$ cat src/design/b64enc_pkg.sv
// Package: shared types, constants and the alphabet map for the base64 encoder.
`timescale 1ns / 1ps

package b64enc_pkg;

  localparam logic [7:0] PAD_CHAR   = 8'h3D;  // '='
  localparam logic [7:0] CHAR_PLUS  = 8'h2B;  // '+'
  localparam logic [7:0] CHAR_SLASH = 8'h2F;  // '/'
  localparam logic [7:0] CHAR_MINUS = 8'h2D;  // '-'
  localparam logic [7:0] CHAR_UNDER = 8'h5F;  // '_'
  localparam logic [7:0] CHAR_UPPER_A = 8'h41;
  localparam logic [7:0] CHAR_LOWER_A = 8'h61;
  localparam logic [7:0] CHAR_DIGIT_0 = 8'h30;

  // One closed group, as handed from the front to the back.
  typedef struct packed {
    logic [7:0] b0;
    logic [7:0] b1;
    logic [7:0] b2;
    logic [1:0] nbytes;   // real bytes in the group, 1..3
    logic       last;     // group closed by the final byte
    logic       url;      // alphabet in effect at close
  } group_t;

  typedef struct packed {
    logic full;
    logic empty;
  } q_stat_t;

  function automatic logic [7:0] map_char(input logic [5:0] idx, input logic url);
    logic [7:0] wide;
    logic [7:0] result;
    wide = {2'b00, idx};
    if (idx < 6'd26) begin
      result = CHAR_UPPER_A + wide;
    end else if (idx < 6'd52) begin
      result = CHAR_LOWER_A + wide - 8'd26;
    end else if (idx < 6'd62) begin
      result = CHAR_DIGIT_0 + wide - 8'd52;
    end else if (idx == 6'd62) begin
      result = url ? CHAR_MINUS : CHAR_PLUS;
    end else begin
      result = url ? CHAR_UNDER : CHAR_SLASH;
    end
    return result;
  endfunction

endpackage

$ cat src/design/b64enc_if.sv
// Stream interfaces: raw byte input and encoded character output.
`timescale 1ns / 1ps

interface b64enc_in_if;
  logic       valid;
  logic       ready;
  logic [7:0] data_byte;
  logic       last_byte;

  modport source (output valid, output data_byte, output last_byte, input ready);
  modport sink (input valid, input data_byte, input last_byte, output ready);
endinterface

interface b64enc_out_if;
  logic       valid;
  logic       ready;
  logic [7:0] out_char;
  logic       run_end;
  logic       message_end;

  modport source (output valid, output out_char, output run_end, output message_end,
                  input ready);
  modport sink (input valid, input out_char, input run_end, input message_end,
                output ready);
endinterface

$ cat src/design/b64enc_front.sv
// Front end: takes bytes, gathers groups of up to three, pushes closed groups.
`timescale 1ns / 1ps

module b64enc_front import b64enc_pkg::*; (
  input  logic          clk,
  input  logic          rst,
  input  logic          url_alphabet,
  b64enc_in_if.sink     in_stream,
  input  q_stat_t       q_stat,
  output logic          push,
  output group_t        push_data
);

  logic [1:0] phase;
  logic [7:0] p0;
  logic [7:0] p1;
  logic       accept;
  logic       closing;

  assign in_stream.ready = !q_stat.full;
  assign accept  = in_stream.valid && in_stream.ready;
  assign closing = in_stream.last_byte || (phase == 2'd2);
  assign push    = accept && closing;

  always_comb begin
    push_data.last   = in_stream.last_byte;
    push_data.url    = url_alphabet;
    push_data.nbytes = phase + 2'd1;
    case (phase)
      2'd0: begin
        push_data.b0 = in_stream.data_byte;
        push_data.b1 = 8'd0;
        push_data.b2 = 8'd0;
      end
      2'd1: begin
        push_data.b0 = p0;
        push_data.b1 = in_stream.data_byte;
        push_data.b2 = 8'd0;
      end
      default: begin
        push_data.b0 = p0;
        push_data.b1 = p1;
        push_data.b2 = in_stream.data_byte;
      end
    endcase
  end

  always_ff @(posedge clk) begin
    if (rst) begin
      phase <= 2'd0;
    end else if (accept) begin
      phase <= closing ? 2'd0 : phase + 2'd1;
    end
  end

  always_ff @(posedge clk) begin
    if (accept && !closing) begin
      if (phase == 2'd0) begin
        p0 <= in_stream.data_byte;
      end else begin
        p1 <= in_stream.data_byte;
      end
    end
  end

endmodule

$ cat src/design/b64enc_queue.sv
// Two-entry group queue between front and back.
`timescale 1ns / 1ps

module b64enc_queue import b64enc_pkg::*; (
  input  logic    clk,
  input  logic    rst,
  input  logic    push,
  input  group_t  push_data,
  input  logic    pop,
  output group_t  pop_data,
  output q_stat_t q_stat
);

  group_t     mem [2];
  logic       wptr;
  logic       rptr;
  logic [1:0] count;

  assign q_stat.full  = (count == 2'd2);
  assign q_stat.empty = (count == 2'd0);
  assign pop_data     = mem[rptr];

  always_ff @(posedge clk) begin
    if (rst) begin
      wptr  <= 1'b0;
      rptr  <= 1'b0;
      count <= 2'd0;
    end else begin
      if (push) begin
        wptr <= !wptr;
      end
      if (pop) begin
        rptr <= !rptr;
      end
      case ({push, pop})
        2'b10:   count <= count + 2'd1;
        2'b01:   count <= count - 2'd1;
        default: count <= count;
      endcase
    end
  end

  always_ff @(posedge clk) begin
    if (push) begin
      mem[wptr] <= push_data;
    end
  end

endmodule

$ cat src/design/b64enc_back.sv
// Back end: serializes one group into four characters through an output register.
`timescale 1ns / 1ps

module b64enc_back import b64enc_pkg::*; (
  input  logic          clk,
  input  logic          rst,
  input  q_stat_t       q_stat,
  input  group_t        pop_data,
  output logic          pop,
  b64enc_out_if.source  out_stream
);

  group_t     cur;
  logic       cur_valid;
  logic [1:0] k;
  logic       load;
  logic [5:0] idx;
  logic [7:0] char_next;

  assign load = cur_valid && (!out_stream.valid || out_stream.ready);
  assign pop  = !q_stat.empty && (!cur_valid || (load && k == 2'd3));

  always_comb begin
    case (k)
      2'd0:    idx = cur.b0[7:2];
      2'd1:    idx = {cur.b0[1:0], cur.b1[7:4]};
      2'd2:    idx = {cur.b1[3:0], cur.b2[7:6]};
      default: idx = cur.b2[5:0];
    endcase
    // characters past nbytes+1 are padding
    char_next = (k > cur.nbytes) ? PAD_CHAR : map_char(idx, cur.url);
  end

  always_ff @(posedge clk) begin
    if (rst) begin
      cur_valid        <= 1'b0;
      k                <= 2'd0;
      out_stream.valid <= 1'b0;
    end else begin
      if (load) begin
        out_stream.valid <= 1'b1;
      end else if (out_stream.ready) begin
        out_stream.valid <= 1'b0;
      end
      // a pop restarts the character count for the new group
      if (pop) begin
        cur_valid <= 1'b1;
        k         <= 2'd0;
      end else if (load) begin
        k <= k + 2'd1;
        if (k == 2'd3) begin
          cur_valid <= 1'b0;
        end
      end
    end
  end

  always_ff @(posedge clk) begin
    if (load) begin
      out_stream.out_char    <= char_next;
      out_stream.run_end     <= (k == 2'd3);
      out_stream.message_end <= (k == 2'd3) && cur.last;
    end
    if (pop) begin
      cur <= pop_data;
    end
  end

endmodule

$ cat src/design/base64_stream_encoder_core.sv
// Top level: base64 stream encoder with front end, group queue and serializer.
//
//  channel     dir  payload                              handshake
//  in_stream   in   data_byte[7:0], last_byte            valid/ready
//  out_stream  out  out_char[7:0], run_end, message_end  valid/ready
//  cfg         in   cfg_wdata (url_alphabet)             cfg_we, no wait
//
// A byte is taken whenever the group queue has room; a closed group is
// spoken as four characters, one per cycle while the output is ready, by
// the serializer, so under sustained input the serializer sets the pace.
// A closed group goes through the queue, the cur register and the out register.
// Synchronous reset clears the pending count, the queue and the output valid.
// A stalled output holds its character; the front keeps taking bytes until
// the two-entry queue fills.
`timescale 1ns / 1ps

module base64_stream_encoder_core import b64enc_pkg::*; (
  input  logic          clk,
  input  logic          rst,
  input  logic          cfg_we,
  input  logic          cfg_wdata,
  b64enc_in_if.sink     in_stream,
  b64enc_out_if.source  out_stream
);

  logic    url_alphabet;
  logic    push;
  logic    pop;
  group_t  push_data;
  group_t  pop_data;
  q_stat_t q_stat;

  always_ff @(posedge clk) begin
    if (rst) begin
      url_alphabet <= 1'b0;
    end else if (cfg_we) begin
      url_alphabet <= cfg_wdata;
    end
  end

  b64enc_front u_front (
    .clk          (clk),
    .rst          (rst),
    .url_alphabet (url_alphabet),
    .in_stream    (in_stream),
    .q_stat       (q_stat),
    .push         (push),
    .push_data    (push_data)
  );

  b64enc_queue u_queue (
    .clk       (clk),
    .rst       (rst),
    .push      (push),
    .push_data (push_data),
    .pop       (pop),
    .pop_data  (pop_data),
    .q_stat    (q_stat)
  );

  b64enc_back u_back (
    .clk        (clk),
    .rst        (rst),
    .q_stat     (q_stat),
    .pop_data   (pop_data),
    .pop        (pop),
    .out_stream (out_stream)
  );

  // end of message only ever lands on the closing character of a run
  a_msg_end_on_run_end: assert property (@(posedge clk) disable iff (rst)
    out_stream.valid && out_stream.message_end |-> out_stream.run_end)
    else $error("message_end without run_end");

  // nothing is pushed into a full queue unless a pop frees an entry in the same cycle
  a_no_overflow: assert property (@(posedge clk) disable iff (rst)
    push |-> !q_stat.full || pop)
    else $error("group queue overflow");

  // no pop from an empty queue
  a_no_underflow: assert property (@(posedge clk) disable iff (rst)
    pop |-> !q_stat.empty)
    else $error("group queue underflow");

  // output is quiet right after reset
  a_reset_quiet: assert property (@(posedge clk)
    $past(rst) |-> !out_stream.valid)
    else $error("output valid after reset");

endmodule

$ cat src/flat_wrapper.sv
// flat-port wrapper written by rule: the top's interface ports become plain ports
module base64_stream_encoder_core_flat import b64enc_pkg::*;
  (clk, rst, cfg_we, cfg_wdata, in_stream_valid, in_stream_data_byte, in_stream_last_byte, in_stream_ready, out_stream_valid, out_stream_out_char, out_stream_run_end, out_stream_message_end, out_stream_ready);
  b64enc_in_if in_stream_i ();
  b64enc_out_if out_stream_i ();
  input  logic clk;
  input  logic rst;
  input  logic cfg_we;
  input  logic cfg_wdata;
  input wire logic [$bits(in_stream_i.valid)-1:0] in_stream_valid;
  input wire logic [$bits(in_stream_i.data_byte)-1:0] in_stream_data_byte;
  input wire logic [$bits(in_stream_i.last_byte)-1:0] in_stream_last_byte;
  output wire logic [$bits(in_stream_i.ready)-1:0] in_stream_ready;
  output wire logic [$bits(out_stream_i.valid)-1:0] out_stream_valid;
  output wire logic [$bits(out_stream_i.out_char)-1:0] out_stream_out_char;
  output wire logic [$bits(out_stream_i.run_end)-1:0] out_stream_run_end;
  output wire logic [$bits(out_stream_i.message_end)-1:0] out_stream_message_end;
  input wire logic [$bits(out_stream_i.ready)-1:0] out_stream_ready;
  assign in_stream_i.valid = in_stream_valid;
  assign in_stream_i.data_byte = in_stream_data_byte;
  assign in_stream_i.last_byte = in_stream_last_byte;
  assign in_stream_ready = in_stream_i.ready;
  assign out_stream_valid = out_stream_i.valid;
  assign out_stream_out_char = out_stream_i.out_char;
  assign out_stream_run_end = out_stream_i.run_end;
  assign out_stream_message_end = out_stream_i.message_end;
  assign out_stream_i.ready = out_stream_ready;
  base64_stream_encoder_core u_core (.clk(clk), .rst(rst), .cfg_we(cfg_we), .cfg_wdata(cfg_wdata), .in_stream(in_stream_i), .out_stream(out_stream_i));
endmodule
$ cat config.mk
export PLATFORM = sky130hd
export DESIGN_NAME = base64_stream_encoder_core_flat
export DESIGN_NICKNAME = d
export VERILOG_FILES = /design/src/design/b64enc_pkg.sv /design/src/design/b64enc_if.sv /design/src/design/b64enc_front.sv /design/src/design/b64enc_queue.sv /design/src/design/b64enc_back.sv /design/src/design/base64_stream_encoder_core.sv /design/src/flat_wrapper.sv
export SDC_FILE = /design/constraint.sdc
export NUM_CORES = 1
export LEC_CHECK = 0
export BUFFER_PORTS_ARGS = -buffer_cell sky130_fd_sc_hd__buf_2
export CAP_MARGIN = 20
export CORE_UTILIZATION = 25
export DETAILED_ROUTE_END_ITERATION = 16
export SETUP_SLACK_MARGIN = 0.02
export SYNTH_ARGS = -nofsm -noshare
export SYNTH_HDL_FRONTEND = slang
export SYNTH_SLANG_ARGS = --single-unit
$ cat constraint.sdc
create_clock -name clk -period 4 [get_ports clk]
set_input_delay 0.6 -clock clk [delete_from_list [all_inputs] [get_ports clk]]
set_output_delay 0.6 -clock clk [all_outputs]
set_load 0.01 [all_outputs]
* Word-level counts from Yosys, hierarchy flattened *
Memory sizes are Yosys's and may differ from the RTL's. A register that Yosys moved wholly into a read port is not among the register bits.
Index checks and enable logic that the tools add are counted.

word-level totals
  register bits after elaboration = 37
  bits in writable memories = 56
  input port bits = 15
  output and inout port bits = 12
  logic and storage cells = 82
  memories kept = 1

operators by class
  $add $sub $neg = 9
  order comparisons = 4
  eq/ne operators = 9
  mux-type cells = 17
  bitwise logic cells = 1
  reduce and logical (&&, ||, !) cells = 28

memory list
  memory              depth  bits a word  read ports  clocked after Yosys merged registers in  write ports  line                RTL
  u_core.u_queue.mem  2      28           1           1                                        1            b64enc_queue.sv:14  group_t mem [2];

operator list
  kind                 count
  $pmux 24 s2          1
  $mux 8               3
  $pmux 6 s3           1
  $add 7x6->8 const A  2
  $mux 7               2
  $lt 6x6->1 const B   2
  $eq 2x2->1 const B   5
  $reduce_bool 2->1    4
  $sub 7x6->8 const B  1
  $sub 8x5->8 const B  1
  $add 6x6->7 const A  1
  $logic_and 1x1->1    7
  $logic_not 1->1      7
  $mux 1               7
  $add 2x1->2 const B  3
  $eq 2x1->1 const B   3
  $eq 6x6->1 const B   1
  $logic_not 2->1      3
  $lt 6x5->1 const B   1
  $reduce_and 2->1     3
  $pmux 2 s2           1
  $logic_or 1x1->1     3
  $mux 3               1
  $gt 2x2->1           1
  4 further kinds      4

* Longest topological paths before layout *
Gate-level depths: netlist of the first run.

  depth in word-level cells = 8
  gate-level depth with buffers = 10
  gate-level depth less buffers = 10

* Hierarchy *
A second synthesis of the first run with hierarchy kept.

unflattened totals
  cells, all modules = 370
  area total of the unflattened synthesis = 5283.8 um^2

by module, submodules not included
  module                      times used  cells an instance  area each (um^2)  seq. area each (um^2)
  b64enc_queue                1           109                2219.6            1781.7
  b64enc_back                 1           155                2033.2            1221.2
  b64enc_front                1           103                997.2             520.5
  base64_stream_encoder_core  1           3                  33.8              20.0

* Worst setup path after synthesis of the first run *
Ideal clock, no wire load.

  path kind = input port to flip-flop
  start point = input out_stream_ready
  end point = register u_core.u_queue.count[1]
  library setup time = 0.071 ns
  arrival = 3.366 ns
  required time = 3.929 ns
  slack = 0.563 ns
  cell stages on the path = 6
  buffers on the path = 0
  cell sequence = nand2b_1 nand2_1 a21oi_1 ha_1 or3_1 a21oi_1

between the ends
  word-level cells in the longest chain between the ends = 7
  elaborated cells between the ends (all ways) = 9
  those cells by class = eq/ne (2); mux (1); reduce/logical (6)

ends and longest elaborated chain
  what                                                    line                              RTL
  from (decl)                                             flat_wrapper.sv:18                input wire logic [$bits(out_stream_i.ready)-1:0] out_stream_ready;
  $logic_or 1x1->1 *                                      b64enc_back.sv:20                 assign load = cur_valid && (!out_stream.valid || out_stream.ready);
  $logic_and 1x1->1 *                                     b64enc_back.sv:20
  $logic_and 1x1->1 *                                     b64enc_back.sv:21                 assign pop = !q_stat.empty && (!cur_valid || (load && k == 2'd3));
  $logic_or 1x1->1 *                                      b64enc_back.sv:21
  $logic_and 1x1->1 *                                     b64enc_back.sv:21
  net u_core.pop                                          base64_stream_encoder_core.sv:28  logic pop;
  $eq 2x1->1 / $eq 2x2->1 (equally long branches)         b64enc_queue.sv:35                case ({push, pop})
  $pmux 2 s2 / $reduce_bool 2->1 (equally long branches)  n/a
  to (signal assigned)                                    b64enc_queue.sv:36                2'b10: count <= count + 2'd1;
  to (signal assigned)                                    b64enc_queue.sv:37                2'b01: count <= count - 2'd1;
  to (signal assigned)                                    b64enc_queue.sv:38                default: count <= count;
  to (decl)                                               b64enc_queue.sv:17                logic [1:0] count;

The timed path passes the listed nets; every way through them passes the cells marked *.
A chain may end at the register's enable or synchronous reset.

* Worst setup path in the final report of the first run *
  start point = register u_core.u_back.k[1]
  end point = register u_core.u_back.out_stream.out_char[2] (data pin)

between the ends
  word-level cells in the longest chain between the ends = 7
  elaborated cells between the ends (all ways) = 18
  those cells by class = add/sub (5); order compare (4); eq/ne (3); mux (5); reduce/logical (1)

ends and longest elaborated chain
  what                                              line                                RTL
  from (decl)                                       b64enc_back.sv:15                   logic [1:0] k;
  from (signal assigned)                            b64enc_back.sv:50                   k <= k + 2'd1;
  $eq 2x2->1 (tied with other cells)                b64enc_back.sv:24                   case (k)
  $pmux 6 s3                                        b64enc_back.sv:24
  $add 6x6->7 / $eq 6x6->1 (equally long branches)  b64enc_pkg.sv:39, b64enc_pkg.sv:40
  $sub 7x6->8 / $mux 7 (equally long branches)      b64enc_pkg.sv:39, b64enc_pkg.sv:40
  $mux 8                                            b64enc_pkg.sv:38                    end else if (idx < 6'd62) begin
  $mux 8                                            b64enc_pkg.sv:36                    end else if (idx < 6'd52) begin
  $mux 8                                            b64enc_pkg.sv:34                    if (idx < 6'd26) begin
  to (signal assigned)                              b64enc_back.sv:60                   out_stream.out_char <= char_next;
  to (decl)                                         b64enc_if.sv:21                     modport source (output valid, output out_char, output run_end, output message_end,

Parallel ways exist; a longest one is shown, timed or not.

==> flow_metrics.env, run 1 <==
export IMPL_run_status="complete, no violations"
export IMPL_grt_setup_unrepaired="false"
export IMPL_crit_chain="ha_1, inv_1, a21oi_2, inv_1, ha_1, a311oi_1, a31oi_1, a311o_1"
export IMPL_synth_edf_count=110
export IMPL_yosys_most_used_dff="sky130_fd_sc_hd__edfxtp_1"
export IMPL_synthAdderAreaFrac_pct=2.99
export IMPL_slew_headroom_pct=40.9
export IMPL_max_stage_delay_ps=470
export IMPL_max_cap_violations=0
export IMPL_element_type_at_the_critical_path_start="flip-flop"
export IMPL_number_of_antenna_violations_at_the_first_check_in_global_routing=0
export IMPL_cts_tree="done"
export IMPL_post_synth_xor_area_fraction_pct=1.05
export IMPL_syn_cell_area_um2=5030
export IMPL_yosysTopAreaCell="sky130_fd_sc_hd__edfxtp_1"
export IMPL_placed_cells_incl_taps=617
export IMPL_cts_resized=0
export IMPL_vdd_drop_max_v=0.000386
export IMPL_synth_common_cells="sky130_fd_sc_hd__edfxtp_1, sky130_fd_sc_hd__mux2_2, sky130_fd_sc_hd__a21oi_1"
export IMPL_drt_initial_drc_count=187
export IMPL_die_area_um2=20700
export IMPL_synth_yosys_seq_area_share_pct=70.1
export IMPL_dominant_cell_by_count_in_the_synthesized_netlist="sky130_fd_sc_hd__edfxtp_1"
export IMPL_synth_top_family_by_area="compound AO/OA/AOI/OAI gates"
export IMPL_shortest_period_the_worst_path_allows_ps=2880
export IMPL_root_buffer="sky130_fd_sc_hd__clkbuf_16"
export IMPL_path_class="flip-flop to flip-flop"
export IMPL_total_of_buffers_placed_on_input_and_output_ports=26
export IMPL_start_util_pct=25.7
export IMPL_fmax_mhz=347
export IMPL_row_count=51
export IMPL_cts_buffer_depth=2
export IMPL_drt_first_pass_iters=5
export IMPL_numClockSinks=121
export IMPL_grt_overflow_total=0
export IMPL_dp_hpwl_mm=6.16
export IMPL_number_of_hold_violations_in_the_final_report=0
export IMPL_grt_pass1_wl_mm=15.0
export IMPL_period_utilization_post_route_pct=72.1
export IMPL_fin_tns_setup_ps=0
export IMPL_path_buf_inv=2
export IMPL_synth_area_per_cell_um2=15.1
export IMPL_p_leak_uw=0.00211
export IMPL_critPathArrivalTime_ps=3030
export IMPL_cp_max_fo=14
export IMPL_post_route_wl_mm=9.21
export IMPL_cpMaxStageDelayCell="sky130_fd_sc_hd__ha_1"
export IMPL_path_type_of_the_worst_min_delay_path="primary input to flip-flop"
export IMPL_core_area_um2=19600
export IMPL_grt_total_usage_pct=9.87
export IMPL_area_growth_pct=21.1
export IMPL_dieHeight_um=144
export IMPL_syn_instance_count=333
export IMPL_drt_antenna_violating_nets=0
export IMPL_maxSlewViolCount=0
export IMPL_nets_in_the_synthesized_netlist=360
export IMPL_ctsHtreeMaxLevel=4
export IMPL_synthTopCellsByArea="sky130_fd_sc_hd__edfxtp_1, sky130_fd_sc_hd__mux2_2, sky130_fd_sc_hd__dfxtp_1"
export IMPL_dpl_cell_area_um2=5460
export IMPL_finClkSkew_ps=11.6
export IMPL_synth_seq_cells=121
export IMPL_timing_hold_ws_ps=437
export IMPL_timing_worst_slew_pin_value_ps=886
export IMPL_path_clk_slew_ps=50
export IMPL_dieWidth_um=144
export IMPL_timing_critical_path_to_type="flip-flop"
export IMPL_asyncSetResetFlopFracSynth_pct=0
export IMPL_synth_simple_gate_area_share_pct=6.72
export IMPL_insertedDiodeCount=0
export IMPL_detail_route_drc_violations=0
export IMPL_final_cells=649
export IMPL_drive_gt1_share_pct=26.3
export IMPL_number_of_buffers_added_for_setup_after_cts=0
export IMPL_synthesized_area_fraction_occupied_by_ao_oa_aoi_and_oai_cells_pct=10.3
export IMPL_power_total_uw=4830
export IMPL_cp_data_required_time_ps=4150
export IMPL_post_synth_num_cell_types=47
export IMPL_clk_latency_ps=410
export IMPL_layout_cell_area_excl_fill_um2=6090
export IMPL_wire_per_inst_um=14.2
export IMPL_drt_vias_per_instance=4.25
export IMPL_critical_path_top_delay_family="compound AO/OA/AOI/OAI gates"
export IMPL_cts_hold_repair_buffers=0
export IMPL_detailroute_via_count=2759
export IMPL_place_gp_congestion=0.824
export IMPL_cts_inserted_buffers=17
export IMPL_power_density_nw_per_um2=793
export IMPL_setup_violations=0
export IMPL_grt_max_degree=32
export IMPL_finalNetCount=398
export IMPL_synth_top_area_share_pct=65.7
export IMPL_top_level_port_count=27
export IMPL_synth_area_mux_share_pct=6.47
export IMPL_yosysWarningCount=0
export IMPL_grt_pass1_vias=2846
-- per-layer routing --
layer | routed length (um) | GRT usage (%) | vias up
li1 | - | - | 1352
met1 | 4360 | 12.0 | 1342
met2 | 4430 | 15.7 | 56
met3 | 308 | 3.57 | 9
met4 | 113 | 4.37 | 0
met5 | 0 | 0 | -
-- sequential cells by signal (all words and copies together), names as in the netlist --
| name | flops |
|---|---|
| u_core.u_queue.count | 2 |
| u_core.u_back.out_stream.run_end | 1 |
| u_core.u_front.p1 | 8 |
| u_core.u_queue.mem | 56 |
| u_core.u_back.cur_valid | 1 |
| u_core.u_queue.rptr | 1 |
| u_core.u_back.k | 2 |
| u_core.u_front.phase | 2 |
| u_core.url_alphabet | 1 |
| u_core.u_back.out_stream.valid | 1 |
| u_core.u_front.p0 | 8 |
| u_core.u_back.cur | 28 |
| u_core.u_back.out_stream.message_end | 1 |
| u_core.u_back.out_stream.out_char | 8 |
| u_core.u_queue.wptr | 1 |
-- final timing paths --
check                              start  depth (start not counted)                                    to  slack (ps)
hold / removal    in_stream_data_byte[3]                          1                  u_core.u_front.p1[3]         440
setup reg to reg      u_core.u_back.k[1]                          8  u_core.u_back.out_stream.out_char[2]        1120
setup / recovery      u_core.u_back.k[1]                          8  u_core.u_back.out_stream.out_char[2]        1120
hold reg to reg      u_core.url_alphabet                          0              u_core.u_queue.mem[1][0]         480
-- placed cells by master (no fill, tap or decap), types with 4 or more instances in the layout --
cell type and n:
sky130_fd_sc_hd__a21oi_1 20, sky130_fd_sc_hd__a22o_1 16, sky130_fd_sc_hd__and2_1 10, sky130_fd_sc_hd__buf_2 26, sky130_fd_sc_hd__buf_4 4, sky130_fd_sc_hd__clkbuf_16 19, sky130_fd_sc_hd__dfxtp_1 11, sky130_fd_sc_hd__edfxtp_1 110
sky130_fd_sc_hd__ha_1 12, sky130_fd_sc_hd__inv_1 13, sky130_fd_sc_hd__mux2_2 28, sky130_fd_sc_hd__nand2_1 14, sky130_fd_sc_hd__nand2b_1 4, sky130_fd_sc_hd__nand3_1 6, sky130_fd_sc_hd__nor2_1 18, sky130_fd_sc_hd__o21ai_0 8
sky130_fd_sc_hd__xnor2_1 5
-- area by class of cell --
cell class | count | area [um^2]
Clock inverter | 8 | 108
Multi-Input combinational cell | 187 | 1390
Clock buffer | 24 | 514
Inverter | 14 | 55.1
Sequential cell | 121 | 3520
Timing Repair Buffer | 30 | 160
Tap cell | 265 | 332
Fill cell | 1908 | 13500
-- power by group --
| group | leakage (uW) | switching (uW) | internal [uW] |
|---|---|---|---|
| registers | 0.00112 | 112 | 1780 |
| clock network | 0.000302 | 532 | 1030 |
| logic | 0.000694 | 843 | 525 |
-- metrics by stage --
step / setup WS [ps] / util, %
final: 1120 / 31.1
after global routing: 909 / 31.1
after CTS: 1140 / 31.1
after detailed placement: 1160 / 27.9
after global placement: 1390 / 27.9
after floorplan: 563 / -
-- logic make-up (layout without fill, tap and decap cells) --
family / count (synthesis) / after routing
AO/OA/AOI/OAI: 71 / 71
XOR/XNOR: 6 / 6
adder cells (fa/ha/maj): 12 / 12
buffers and inverters: 25 / 76
flip-flops: 121 / 121
multiplexers: 29 / 29
other: 1 / 1
AND/OR/NAND/NOR: 68 / 68
No activity file was read; power rests on OpenSTA's default activity.
==> run 2: changes to the inputs <==
clock period = 2.9 ns   (was 4 ns; I/O delays follow)
==> run 2 against run 1 <==
Net effect:
- clock power rose by 35%
- via count up 0.40%
- clock skew fell by 3.2 ps
- worst setup slack worse by 810 ps
- sequential power up 37%
- register-to-register slack got worse by 810 ps
- critical endpoint is now u_core.u_back.out_stream.out_char[0]
- critical path depth fell by 1
- first-iteration DRC count shrank 41%
==> flow_metrics.env, run 2 (synthesis gave the netlist of run 1 again) <==
export IMPL_run_status="complete, no violations"
export IMPL_number_of_antenna_violations_at_the_first_check_in_global_routing=0
export IMPL_detailroute_via_count=2770
export IMPL_dieWidth_um=144
export IMPL_final_cells=652
export IMPL_fmax_mhz=385
export IMPL_wire_per_inst_um=13.8
export IMPL_total_of_buffers_placed_on_input_and_output_ports=26
export IMPL_path_clk_slew_ps=60
export IMPL_drt_vias_per_instance=4.25
export IMPL_timing_hold_ws_ps=260
export IMPL_start_util_pct=25.7
export IMPL_drt_antenna_violating_nets=0
export IMPL_worst_path_setup_slack_after_routing_ps=306
export IMPL_vdd_drop_max_v=0.000483
export IMPL_root_buffer="sky130_fd_sc_hd__clkbuf_16"
export IMPL_finClkSkew_ps=8.38
export IMPL_cts_resized=0
export IMPL_place_gp_congestion=0.844
export IMPL_area_growth_pct=21.1
export IMPL_die_area_um2=20700
export IMPL_most_common_layout_cells="sky130_fd_sc_hd__edfxtp_1, sky130_fd_sc_hd__mux2_2, sky130_fd_sc_hd__buf_2"
export IMPL_detail_route_drc_violations=0
export IMPL_met3WireLength_um=430
export IMPL_max_stage_delay_ps=640
export IMPL_maxSlewViolCount=0
export IMPL_cts_hold_repair_buffers=0
export IMPL_grt_pass1_vias=2770
export IMPL_reg_top3="u_core.u_queue.mem x56, u_core.u_back.cur x28"
export IMPL_cp_data_required_time_ps=3060
export IMPL_path_buf_inv=1
export IMPL_power_density_nw_per_um2=1090
export IMPL_cp_max_fo=12
export IMPL_slew_headroom_pct=47.7
export IMPL_dpl_worst_slack_ps=356
export IMPL_shortest_period_the_worst_path_allows_ps=2590
export IMPL_number_of_buffers_added_for_setup_after_cts=0
export IMPL_timing_critical_path_mode_cell="sky130_fd_sc_hd__a21oi_1"
export IMPL_grt_max_degree=32
export IMPL_grt_setup_unrepaired="false"
export IMPL_grt_total_usage_pct=9.73
export IMPL_critical_path_top_delay_family="compound AO/OA/AOI/OAI gates"
export IMPL_period_utilization_post_route_pct=89.5
export IMPL_post_route_wl_mm=9.00
export IMPL_ctsHtreeMaxLevel=4
export IMPL_cpMaxStageDelayCell="sky130_fd_sc_hd__a21oi_1"
export IMPL_element_type_at_the_critical_path_start="flip-flop"
export IMPL_p_leak_uw=0.00211
export IMPL_timing_critical_path_to_type="flip-flop"
export IMPL_m1WireLength_mm=4.23
export IMPL_setup_violations=0
export IMPL_cts_buffer_depth=2
export IMPL_core_area_um2=19600
export IMPL_dp_hpwl_mm=6.10
export IMPL_drt_initial_drc_count=111
export IMPL_number_of_hold_violations_in_the_final_report=0
export IMPL_finalNetCount=401
export IMPL_grt_pass1_wl_mm=14.7
export IMPL_path_type_of_the_worst_min_delay_path="primary input to flip-flop"
export IMPL_cts_inserted_buffers=17
export IMPL_dr_max_layer_used="met4"
export IMPL_row_count=51
export IMPL_placed_cells_incl_taps=620
export IMPL_dieHeight_um=144
export IMPL_path_class="flip-flop to flip-flop"
export IMPL_top_level_port_count=27
export IMPL_grt_overflow_total=0
export IMPL_mostFrequentLayoutCell="sky130_fd_sc_hd__edfxtp_1"
export IMPL_largest_register_ff_count=56
export IMPL_insertedDiodeCount=0
export IMPL_drt_first_pass_iters=6
export IMPL_cts_tree="done"
export IMPL_clk_latency_ps=410
export IMPL_regMostFlops="u_core.u_queue.mem"
export IMPL_max_cap_violations=0
export IMPL_crit_chain="ha_1, inv_1, a21oi_1, o211ai_1, a211oi_1, a21oi_1, or2_1"
export IMPL_critPathArrivalTime_ps=2760
export IMPL_route_met2_wl_mm=4.23
export IMPL_drive_gt1_share_pct=27.1
export IMPL_fin_tns_setup_ps=0
export IMPL_timing_worst_slew_pin_value_ps=785
export IMPL_numClockSinks=121
[run 2: cell types whose count changed in the layout (fill, tap and decap cells not counted), sizes merged]
cell,delta
buf,+3
bufinv,+1
clkbuf,-7
clkinv,+3
clkinvlp,+2
inv,+1
[run 2: path summary, 6_finish.rpt]
| path | slack, ps | to | depth (start not counted) | from |
|---|---|---|---|---|
| min | 260 | u_core.u_queue.mem[1][1] | 1 | in_stream_last_byte |
| max | 310 | u_core.u_back.out_stream.out_char[0] | 7 | u_core.u_back.k[1] |
| max reg2reg | 310 | u_core.u_back.out_stream.out_char[0] | 7 | u_core.u_back.k[1] |
| min reg2reg | 470 | u_core.u_queue.mem[1][0] | 0 | u_core.url_alphabet |
[run 2: layer usage]
metal	GRT usage, %	vias up
met5	0	-
met4	4.20	0
met3	3.60	10
met2	15.0	67
met1	12.2	1330
li1	-	1363
[run 2: power by group]
part	total [uW]	switching, uW	internal [uW]
Combinational	1900	1160	738
Sequential	2600	141	2460
Clock	2110	763	1350
Total	6610	2060	4550
[run 2: through the flow]
stage | power [uW] | area (um^2) | util (%)
CTS | 6670 | 6090 | 31.1
global route | 7020 | 6090 | 31.1
detailed placement | 4530 | 5490 | 28.0
finish | 6610 | 6090 | 31.1
global placement | 4480 | 5490 | 28.0
floorplan | 4030 | 5030 | -
[run 2: cell type report]
| class | count | area, um^2 |
|---|---|---|
| clock buffers | 17 | 425 |
| clock inverters | 15 | 174 |
| fillers | 1944 | 13500 |
| inverters | 14 | 55.1 |
| multi-input cells | 187 | 1390 |
| flip-flops and latches | 121 | 3520 |
| well taps | 265 | 332 |
| repair buffers | 33 | 183 |
[run 2: worst reg2reg max path, cell delays in order, from the launching register on]
cell,delay (ps)
sky130_fd_sc_hd__dfxtp_1,390
sky130_fd_sc_hd__ha_1,350
sky130_fd_sc_hd__inv_1,170
sky130_fd_sc_hd__a21oi_1,640
sky130_fd_sc_hd__o211ai_1,260
sky130_fd_sc_hd__a211oi_1,270
sky130_fd_sc_hd__a21oi_1,60
sky130_fd_sc_hd__or2_1,210
